### config.mk
export PLATFORM = sky130hd
export DESIGN_NAME = key_value_line_splitter
export DESIGN_NICKNAME = d
export VERILOG_FILES = /design/src/rtl/kvls_pkg.sv /design/src/rtl/kvls_front.sv /design/src/rtl/kvls_back.sv /design/src/rtl/kvls_result.sv /design/src/rtl/key_value_line_splitter.sv
export SDC_FILE = /design/constraint.sdc
export NUM_CORES = 1
export LEC_CHECK = 0
export ABC_AREA = 1
export BUFFER_PORTS_ARGS = -buffer_cell sky130_fd_sc_hd__buf_2
export CORE_MARGIN = 2
export CORE_UTILIZATION = 25
export CTS_CLUSTER_DIAMETER = 30
export DETAILED_ROUTE_END_ITERATION = 8
export SLEW_MARGIN = 0
export SYNTH_ARGS = -nofsm -noshare
export SYNTH_HDL_FRONTEND = slang
export SYNTH_HIERARCHICAL = 1
export SYNTH_SLANG_ARGS = --single-unit
export TNS_END_PERCENT = 50
### constraint.sdc
create_clock -name aclk -period 10.5 [get_ports aclk]
set_input_delay 2.1 -clock aclk [delete_from_list [all_inputs] [get_ports aclk]]
set_output_delay 2.1 -clock aclk [all_outputs]
set_load 0.02 [all_outputs]
### src/rtl/kvls_pkg.sv
// Shared types, codes and constants of the key/value line splitter.
package kvls_pkg;

    localparam int LINE_MAX_DEFAULT = 4096;
    localparam int QUEUE_DEPTH      = 4;
    localparam int CHAR_W           = 8;
    localparam int FIELD_W          = 12;
    localparam int M_DATA_W         = 56;

    localparam logic [CHAR_W-1:0] CH_SPACE = 8'h20;
    localparam logic [CHAR_W-1:0] CH_TAB   = 8'h09;
    localparam logic [CHAR_W-1:0] CH_CR    = 8'h0D;
    localparam logic [CHAR_W-1:0] CH_NUL   = 8'h00;

    localparam logic [CHAR_W-1:0] DELIMITER_RESET = 8'd61;
    localparam logic              TRIM_RESET      = 1'b1;

    // configuration register indexes
    localparam logic CFG_DELIMITER = 1'b0;
    localparam logic CFG_TRIM      = 1'b1;

    typedef enum logic [1:0] {
        ST_OK       = 2'd0,
        ST_NO_SPLIT = 2'd1,
        ST_TOO_LONG = 2'd2
    } status_t;

    // classified character, front to back
    typedef struct packed {
        logic zero;    // NUL byte, ends the text
        logic delim;   // matches the delimiter
        logic lead;    // space or tab
        logic tail;    // space, tab or CR
        logic last;    // final byte of the line
    } cls_t;

endpackage

### src/rtl/kvls_front.sv
// Front part: classify incoming characters and queue them for the back part.
module kvls_front
    import kvls_pkg::*;
(
    input  logic              aclk,
    input  logic              aresetn,
    input  logic              s_tvalid,
    output logic              s_tready,
    input  logic [CHAR_W-1:0] s_tdata,
    input  logic              s_tlast,
    input  logic [CHAR_W-1:0] delimiter_char,
    output logic              q_valid,
    output cls_t              q_item,
    input  logic              q_pop
);

    localparam int PTR_W = $clog2(QUEUE_DEPTH);
    localparam int CNT_W = $clog2(QUEUE_DEPTH + 1);
    localparam logic [CNT_W-1:0] DEPTH_C = CNT_W'(QUEUE_DEPTH);

    cls_t             item_reg [QUEUE_DEPTH];
    logic [PTR_W-1:0] wr_ptr_reg, wr_ptr_next;
    logic [PTR_W-1:0] rd_ptr_reg, rd_ptr_next;
    logic [CNT_W-1:0] count_reg, count_next;
    cls_t             cls;
    logic             push, pop;

    always_comb begin
        cls.zero  = (s_tdata == CH_NUL);
        cls.delim = (s_tdata == delimiter_char);
        cls.lead  = (s_tdata == CH_SPACE) || (s_tdata == CH_TAB);
        cls.tail  = cls.lead || (s_tdata == CH_CR);
        cls.last  = s_tlast;
    end

    assign s_tready = (count_reg != DEPTH_C);
    assign q_valid  = (count_reg != '0);
    assign q_item   = item_reg[rd_ptr_reg];
    assign push     = s_tvalid && s_tready;
    assign pop      = q_pop && q_valid;

    always_comb begin
        wr_ptr_next = push ? wr_ptr_reg + 1'b1 : wr_ptr_reg;
        rd_ptr_next = pop ? rd_ptr_reg + 1'b1 : rd_ptr_reg;
        count_next  = count_reg;
        if (push && !pop) begin
            count_next = count_reg + 1'b1;
        end else if (pop && !push) begin
            count_next = count_reg - 1'b1;
        end
    end

    always_ff @(posedge aclk) begin
        if (!aresetn) begin
            wr_ptr_reg <= '0;
            rd_ptr_reg <= '0;
            count_reg  <= '0;
        end else begin
            wr_ptr_reg <= wr_ptr_next;
            rd_ptr_reg <= rd_ptr_next;
            count_reg  <= count_next;
        end
    end

    always_ff @(posedge aclk) begin
        if (push) begin
            item_reg[wr_ptr_reg] <= cls;
        end
    end

`ifndef ASSERT_OFF
    a_count_bound: assert property (@(posedge aclk) disable iff (!aresetn)
        count_reg <= DEPTH_C)
        else $error("queue fill count beyond depth");
`endif

endmodule

### src/rtl/kvls_back.sv
// Back part: track line state per character and capture a snapshot at line end.
module kvls_back
    import kvls_pkg::*;
#(
    parameter int LINE_MAX = LINE_MAX_DEFAULT
) (
    input  logic aclk,
    input  logic aresetn,
    input  logic q_valid,
    input  cls_t q_item,
    output logic q_pop,
    output logic snap_valid,
    output logic [6*$clog2(LINE_MAX)+6-1:0] snap_bits,
    input  logic snap_take
);

    localparam int AW = $clog2(LINE_MAX);
    localparam int PW = $clog2(LINE_MAX + 1);
    localparam logic [PW-1:0] CAP  = PW'(LINE_MAX - 1);
    localparam logic [PW-1:0] LMAX = PW'(LINE_MAX);

    typedef struct packed {
        logic          over;
        logic          split_seen;
        logic [AW-1:0] d;
        logic [AW-1:0] len;
        logic          fn_v;
        logic [AW-1:0] fn;
        logic          kl_v;
        logic [AW-1:0] kl;
        logic          vf_v;
        logic [AW-1:0] vf;
        logic          vl_v;
        logic [AW-1:0] vl;
    } snap_t;

    typedef struct packed {
        logic [PW-1:0] pos;
        logic          split_seen;
        logic [AW-1:0] d;
        logic          fn_v;
        logic [AW-1:0] fn;
        logic          ln_v;
        logic [AW-1:0] ln;
        logic          kl_v;
        logic [AW-1:0] kl;
        logic          vf_v;
        logic [AW-1:0] vf;
        logic          vl_v;
        logic [AW-1:0] vl;
        logic          stopped;
    } line_t;

    line_t         line_reg, upd;
    snap_t         snap_reg, snap_next;
    logic          snap_vld_reg;
    logic          fire;
    logic [AW-1:0] p;

    assign q_pop      = q_valid && (!q_item.last || !snap_vld_reg || snap_take);
    assign fire       = q_pop;
    assign snap_valid = snap_vld_reg;
    assign snap_bits  = snap_reg;
    assign p          = line_reg.pos[AW-1:0];

    always_comb begin
        upd = line_reg;
        if (!line_reg.stopped) begin
            if (q_item.zero) begin
                upd.stopped = 1'b1;
            end else if (line_reg.pos >= CAP) begin
                upd.pos = LMAX;
            end else begin
                if (q_item.delim) begin
                    upd.split_seen = 1'b1;
                    upd.d          = p;
                    upd.kl_v       = line_reg.ln_v;
                    upd.kl         = line_reg.ln;
                    upd.vf_v       = 1'b0;
                    upd.vl_v       = 1'b0;
                end else begin
                    if (!q_item.lead && !line_reg.vf_v) begin
                        upd.vf_v = 1'b1;
                        upd.vf   = p;
                    end
                    if (!q_item.tail) begin
                        upd.vl_v = 1'b1;
                        upd.vl   = p;
                    end
                end
                if (!q_item.lead && !line_reg.fn_v) begin
                    upd.fn_v = 1'b1;
                    upd.fn   = p;
                end
                if (!q_item.tail) begin
                    upd.ln_v = 1'b1;
                    upd.ln   = p;
                end
                upd.pos = line_reg.pos + 1'b1;
            end
        end
    end

    always_comb begin
        snap_next.over       = (upd.pos > CAP);
        snap_next.split_seen = upd.split_seen;
        snap_next.d          = upd.d;
        snap_next.len        = snap_next.over ? CAP[AW-1:0] : upd.pos[AW-1:0];
        snap_next.fn_v       = upd.fn_v;
        snap_next.fn         = upd.fn;
        snap_next.kl_v       = upd.kl_v;
        snap_next.kl         = upd.kl;
        snap_next.vf_v       = upd.vf_v;
        snap_next.vf         = upd.vf;
        snap_next.vl_v       = upd.vl_v;
        snap_next.vl         = upd.vl;
    end

    always_ff @(posedge aclk) begin
        if (!aresetn || (fire && q_item.last)) begin
            line_reg            <= '0;
        end else if (fire) begin
            line_reg            <= upd;
        end
    end

    always_ff @(posedge aclk) begin
        if (!aresetn) begin
            snap_vld_reg <= 1'b0;
        end else if (fire && q_item.last) begin
            snap_vld_reg <= 1'b1;
        end else if (snap_take) begin
            snap_vld_reg <= 1'b0;
        end
    end

    always_ff @(posedge aclk) begin
        if (fire && q_item.last) begin
            snap_reg <= snap_next;
        end
    end

`ifndef ASSERT_OFF
    a_pos_bound: assert property (@(posedge aclk) disable iff (!aresetn)
        line_reg.pos <= LMAX)
        else $error("line position beyond limit");

    a_snap_hold: assert property (@(posedge aclk) disable iff (!aresetn)
        snap_vld_reg && !snap_take |=> snap_vld_reg && $stable(snap_reg))
        else $error("line snapshot lost before it was taken");
`endif

endmodule

### src/rtl/kvls_result.sv
// Result stage: apply trimming to the line snapshot and hold the result request.
module kvls_result
    import kvls_pkg::*;
#(
    parameter int LINE_MAX = LINE_MAX_DEFAULT
) (
    input  logic                aclk,
    input  logic                aresetn,
    input  logic                trim_enable,
    input  logic                snap_valid,
    input  logic [6*$clog2(LINE_MAX)+6-1:0] snap_bits,
    output logic                snap_take,
    output logic                m_tvalid,
    input  logic                m_tready,
    output logic [M_DATA_W-1:0] m_tdata
);

    localparam int AW = $clog2(LINE_MAX);
    localparam int EW = (AW > FIELD_W) ? AW : FIELD_W;

    typedef struct packed {
        logic          over;
        logic          split_seen;
        logic [AW-1:0] d;
        logic [AW-1:0] len;
        logic          fn_v;
        logic [AW-1:0] fn;
        logic          kl_v;
        logic [AW-1:0] kl;
        logic          vf_v;
        logic [AW-1:0] vf;
        logic          vl_v;
        logic [AW-1:0] vl;
    } snap_t;

    snap_t         sn;
    logic          ok;
    logic [AW-1:0] ks, ke, vs, ve, klen, vlen;
    logic [EW-1:0] ks_x, klen_x, vs_x, vlen_x;
    status_t       status;
    logic          m_tvalid_reg;
    logic [M_DATA_W-1:0] m_tdata_reg, m_tdata_next;

    assign sn        = snap_bits;
    assign snap_take = snap_valid && (!m_tvalid_reg || m_tready);
    assign m_tvalid  = m_tvalid_reg;
    assign m_tdata   = m_tdata_reg;

    always_comb begin
        ok = sn.split_seen && !((sn.d == '0) && (sn.len == AW'(1)));
        ks = '0;
        ke = '0;
        vs = '0;
        ve = '0;
        if (ok) begin
            if (trim_enable) begin
                ks = (sn.fn_v && (sn.fn < sn.d)) ? sn.fn : sn.d;
                ke = sn.kl_v ? sn.kl + 1'b1 : ks;
                vs = sn.vf_v ? sn.vf : sn.len;
                ve = sn.vl_v ? sn.vl + 1'b1 : vs;
            end else begin
                ks = '0;
                ke = sn.d;
                vs = sn.d + 1'b1;
                ve = sn.len;
            end
        end
        klen   = ke - ks;
        vlen   = ve - vs;
        ks_x   = EW'(ks);
        klen_x = EW'(klen);
        vs_x   = EW'(vs);
        vlen_x = EW'(vlen);
        status = sn.over ? ST_TOO_LONG : (ok ? ST_OK : ST_NO_SPLIT);
        m_tdata_next = {6'd0, vlen_x[FIELD_W-1:0], vs_x[FIELD_W-1:0],
                        klen_x[FIELD_W-1:0], ks_x[FIELD_W-1:0], status};
    end

    always_ff @(posedge aclk) begin
        if (!aresetn) begin
            m_tvalid_reg <= 1'b0;
        end else if (snap_take) begin
            m_tvalid_reg <= 1'b1;
        end else if (m_tready) begin
            m_tvalid_reg <= 1'b0;
        end
    end

    always_ff @(posedge aclk) begin
        if (snap_take) begin
            m_tdata_reg <= m_tdata_next;
        end
    end

`ifndef ASSERT_OFF
    a_nosplit_zero: assert property (@(posedge aclk) disable iff (!aresetn)
        m_tvalid_reg && (m_tdata_reg[1:0] == ST_NO_SPLIT) |-> (m_tdata_reg[49:2] == '0))
        else $error("line without split reports nonzero offsets");
`endif

endmodule

### src/rtl/key_value_line_splitter.sv
// Top level of the key/value line splitter: config registers, front, back, result.
//
//  channel  | dir | handshake          | payload
//  ---------+-----+--------------------+------------------------------------------------
//  s_       | in  | s_tvalid/s_tready  | s_tdata[7:0] character, s_tlast last_char
//  m_       | out | m_tvalid/m_tready  | m_tdata status, key/value start and length
//  cfg_     | in  | cfg_we             | cfg_index register, cfg_data value
//
//  One character is taken per clock while the queue has room; each character is
//  registered in the classifier queue and then tracked by the line tracker; at its
//  last character a line snapshot is registered, and the result is held in the output register.
//  The four-entry queue decouples the input from the line tracker, so a stalled
//  result only backs up input once the queue and the snapshot stage are full.
//  aresetn is synchronous and active low; it restores the delimiter '=' and
//  trimming on, empties the queue and clears the line state. No clearing pass.
module key_value_line_splitter
    import kvls_pkg::*;
#(
    parameter int LINE_MAX = LINE_MAX_DEFAULT
) (
    input  logic                aclk,
    input  logic                aresetn,
    // input character stream
    input  logic                s_tvalid,
    output logic                s_tready,
    input  logic [CHAR_W-1:0]   s_tdata,   // [7:0] character
    input  logic                s_tlast,   // last_char
    // result stream
    output logic                m_tvalid,
    input  logic                m_tready,
    output logic [M_DATA_W-1:0] m_tdata,   // [1:0] status, [13:2] key_start,
                                           // [25:14] key_length, [37:26] value_start,
                                           // [49:38] value_length, [55:50] zero
    // configuration write port
    input  logic                cfg_we,
    input  logic                cfg_index,
    input  logic [CHAR_W-1:0]   cfg_data
);

    localparam int AW     = $clog2(LINE_MAX);
    localparam int SNAP_W = 6*AW + 6;

    logic [CHAR_W-1:0] delimiter_reg;
    logic              trim_reg;
    logic              q_valid;
    cls_t              q_item;
    logic              q_pop;
    logic              snap_valid;
    logic [SNAP_W-1:0] snap_bits;
    logic              snap_take;

    // configuration registers; the user must write them only while the block is idle, the block does not enforce it
    always_ff @(posedge aclk) begin
        if (!aresetn) begin
            delimiter_reg <= DELIMITER_RESET;
            trim_reg      <= TRIM_RESET;
        end else if (cfg_we) begin
            case (cfg_index)
                CFG_DELIMITER: delimiter_reg <= cfg_data;
                CFG_TRIM:      trim_reg      <= cfg_data[0];
                default: ;
            endcase
        end
    end

    // classify each character against the delimiter and whitespace sets
    kvls_front u_front (
        .aclk           (aclk),
        .aresetn        (aresetn),
        .s_tvalid       (s_tvalid),
        .s_tready       (s_tready),
        .s_tdata        (s_tdata),
        .s_tlast        (s_tlast),
        .delimiter_char (delimiter_reg),
        .q_valid        (q_valid),
        .q_item         (q_item),
        .q_pop          (q_pop)
    );

    // advance line position, split and nonblank markers; snapshot at line end
    kvls_back #(
        .LINE_MAX (LINE_MAX)
    ) u_back (
        .aclk       (aclk),
        .aresetn    (aresetn),
        .q_valid    (q_valid),
        .q_item     (q_item),
        .q_pop      (q_pop),
        .snap_valid (snap_valid),
        .snap_bits  (snap_bits),
        .snap_take  (snap_take)
    );

    // trim, compute offsets and lengths, hold the result request
    kvls_result #(
        .LINE_MAX (LINE_MAX)
    ) u_result (
        .aclk        (aclk),
        .aresetn     (aresetn),
        .trim_enable (trim_reg),
        .snap_valid  (snap_valid),
        .snap_bits   (snap_bits),
        .snap_take   (snap_take),
        .m_tvalid    (m_tvalid),
        .m_tready    (m_tready),
        .m_tdata     (m_tdata)
    );

endmodule

==> run metrics <==
status=finished clean; H-Tree Depth=2; Crit. End Element=register; RSZ-0062 raised after global routing=no; DR vias/cell=4.551; crit path max fanout=51; worst path arrival time=5.24 ns; Final Hold Fails=0; DR vias=11.44k; Buffers on Ports=74; ratio of cells with drive above 1 in the final layout=12.71%; pin count of the biggest net entering global routing=97; startpoint types=input port; Initial Utilization=25.14%; Setup crit end=u_back/line_reg[38]; Crit path depth=13; Hold Path Class=reg -> reg; antenna violations before repair=0; final net count=1834; worst path bufs/invs=5; worst slack, placed=5.031 ns; Post-CTS Hold Fix Bufs=0; standard-cell row count=86; # Max-Cap Violations=0; ratio of total power to cell area=401.4 nW/um^2; kind of critical path=in -> reg; FF-to-FF Start=u_back/snap_bits[71]; DRT antenna net count=0; Reg2Reg Depth=20; CP peak stage delay=0.70 ns; Starting DRT DRC Count=989; top cell family by delay on the critical path=simple AND/OR/NAND/NOR gates; clk root buf=clkbuf_16; Finished Cell Area=16510 um^2; VDD IR max=0.0001403 V; syn_area_per_cell=8.102 um^2; Slew Limit Fails=0; Longest Clk Path Bufs=3; Synth Instances=1703; Slew HR=21.60%; Die X=238.9 um; HPWL Detailed=25.57 mm; die area=57090 um^2; Area Growth Syn to Fin=19.69%; filler instances=5783; FF-to-FF setup slack=6.74 ns; Clock Sinks=260; Die Height=238.9 um; # IOs=81; CTS tree=built; Global Route Usage Sum=12.37%; placement-stage cell area=14660 um^2; CP Cell Sequence=buf_2, inv_1, a21oi_4, buf_4, nor2_1, nand2_1, nand2_2, inv_2, nand2_1, nand2_2, inv_2, nand2_2, o21ai_0; Seq/Total Area, Yosys=48.46%; vias in the first global route=10.89k; clock latency on the worst-skew pair=0.57 ns; Post-synth EDFFs=148; Ys Warns=6; ys flop type=edfxtp_1; Critical Path RT=10.93 ns; slowest cell on the critical path=nand2_2; GP Congestion=0.9025; synthesized area=13800 um^2; r2r endpoint=u_result/m_tdata[22]; Setup TNS=0 ns; Setup Skew=0.02442 ns; Unique masters post-synth=54; CTS Buf Count=53; worst setup margin=5.684 ns; final WL=35.45 mm; hold wc startpoint=u_back/line_reg[70]; Setup Buffers After CTS=0; Layout Utilization=30.09%; routed len/inst=14.10 um; P_leak=0.007396 uW; most frequent CP cell=nand2_2; final setup vio count=0; Tmin final=4.816 ns; Core ar.=54880 um^2; flop and latch count out of synthesis=260; diode count=0; Worst Max-Slew Pin Slew=1.176 ns; clock-pin transition on the worst setup and hold timing paths=0.05 ns; crit share post-route=45.86%; fraction of registers with async set/reset=0%; Setup crit start=m_tready; drt drc=0; Largest register FFs=92; PostCTS Resize Cnt=0; Fmax=207.7 MHz; first-pass GRT wire length=56.77 mm; Initial DRT Pass Iterations=5; GR Overflow Total=0
==> where the power goes <==
part / switching, uW / internal (uW)
logic: 1970 / 936
registers: 327 / 1700
clock network: 571 / 1130
==> routing by layer <==
layer,wire length [um],GRT usage [%]
met1,16400,16.46
met2,15780,19.90
met3,2218,2.079
met4,1051,5.076
met5,0,0
==> how the worst min path moves through the flow <==
stage	slack [ns]	cells after the start	to
global placement	0.44	2	u_back/line_reg[0]
finish	0.46	2	u_back/line_reg[70]
global route	0.47	2	u_back/line_reg[67]
detailed placement	0.45	2	u_back/line_reg[34]
floorplan	0.43	0	u_result/m_tdata[1]
CTS	0.46	2	u_back/line_reg[70]
==> layout make-up <==
type	instances	area, um^2	area share (%)
Tap cell	704	880.8	5.334
Inverter	221	832.0	5.038
Clock buffer	62	1423	8.614
Multi-Input combinational cell	1150	5856	35.46
Clock inverter	38	429.2	2.599
Sequential cell	260	6686	40.49
Timing Repair Buffer	79	407.9	2.470
==> synth_stat cells, types with 19 or more instances <==
cell,count,area share [%]
nor2_1,234,6.4
inv_1,203,5.5
ha_1,43,3.9
buf_4,20,1.1
a21oi_1,60,2.2
nor3_1,19,0.69
nand2_1,335,9.1
dfxtp_1,112,16
xor2_1,25,1.6
o21ai_0,112,4.1
buf_2,22,0.80
o21ai_1,41,1.5
edfxtp_1,148,32
nand3_1,142,5.2
==> kinds of logic (layout without fill, tap and decap cells) <==
kind of cell	after synthesis	count (layout)	share of synthesized area, %
AOI/OAI and AO/OA	273	273	10.89
xor gates and xnor gates	34	34	2.158
adders and majority gates	46	46	4.334
buffers and inverters	298	400	9.322
DFF	260	260	48.46
other	1	6	0.02718
and+or+nand+nor	791	791	24.81
==> worst min-delay path, cell delays in order, from the launching register on <==
cell and delay, ns:
dfxtp_1 0.29, inv_1 0.06, o21ai_1 0.06
==> cells in the final DEF, fill, tap and decap left out, types with 25 or more instances in the layout <==
master and instances:
a21oi_1 59, buf_2 74, clkbuf_16 55, dfxtp_1 112, edfxtp_1 148, ha_1 43, inv_1 202, nand2_1 335
nand3_1 142, nor2_1 234, o21ai_0 112, o21ai_1 41, xor2_1 25
==> metrics by stage <==
| step | total power, uW | hold WS, ns | std cells |
|---|---|---|---|
| 2_1_floorplan | 4197 | 0.4272 | 1708 |
| 3_3_place_gp | 4863 | 0.4446 | 2414 |
| 3_5_place_dp | 4931 | 0.4516 | 2414 |
| 4_1_cts | 6663 | 0.4613 | 2514 |
| 5_1_grt | 7147 | 0.4708 | 2514 |
| 6_report | 6629 | 0.4590 | 2514 |
(Power assumes the default switching activity.)
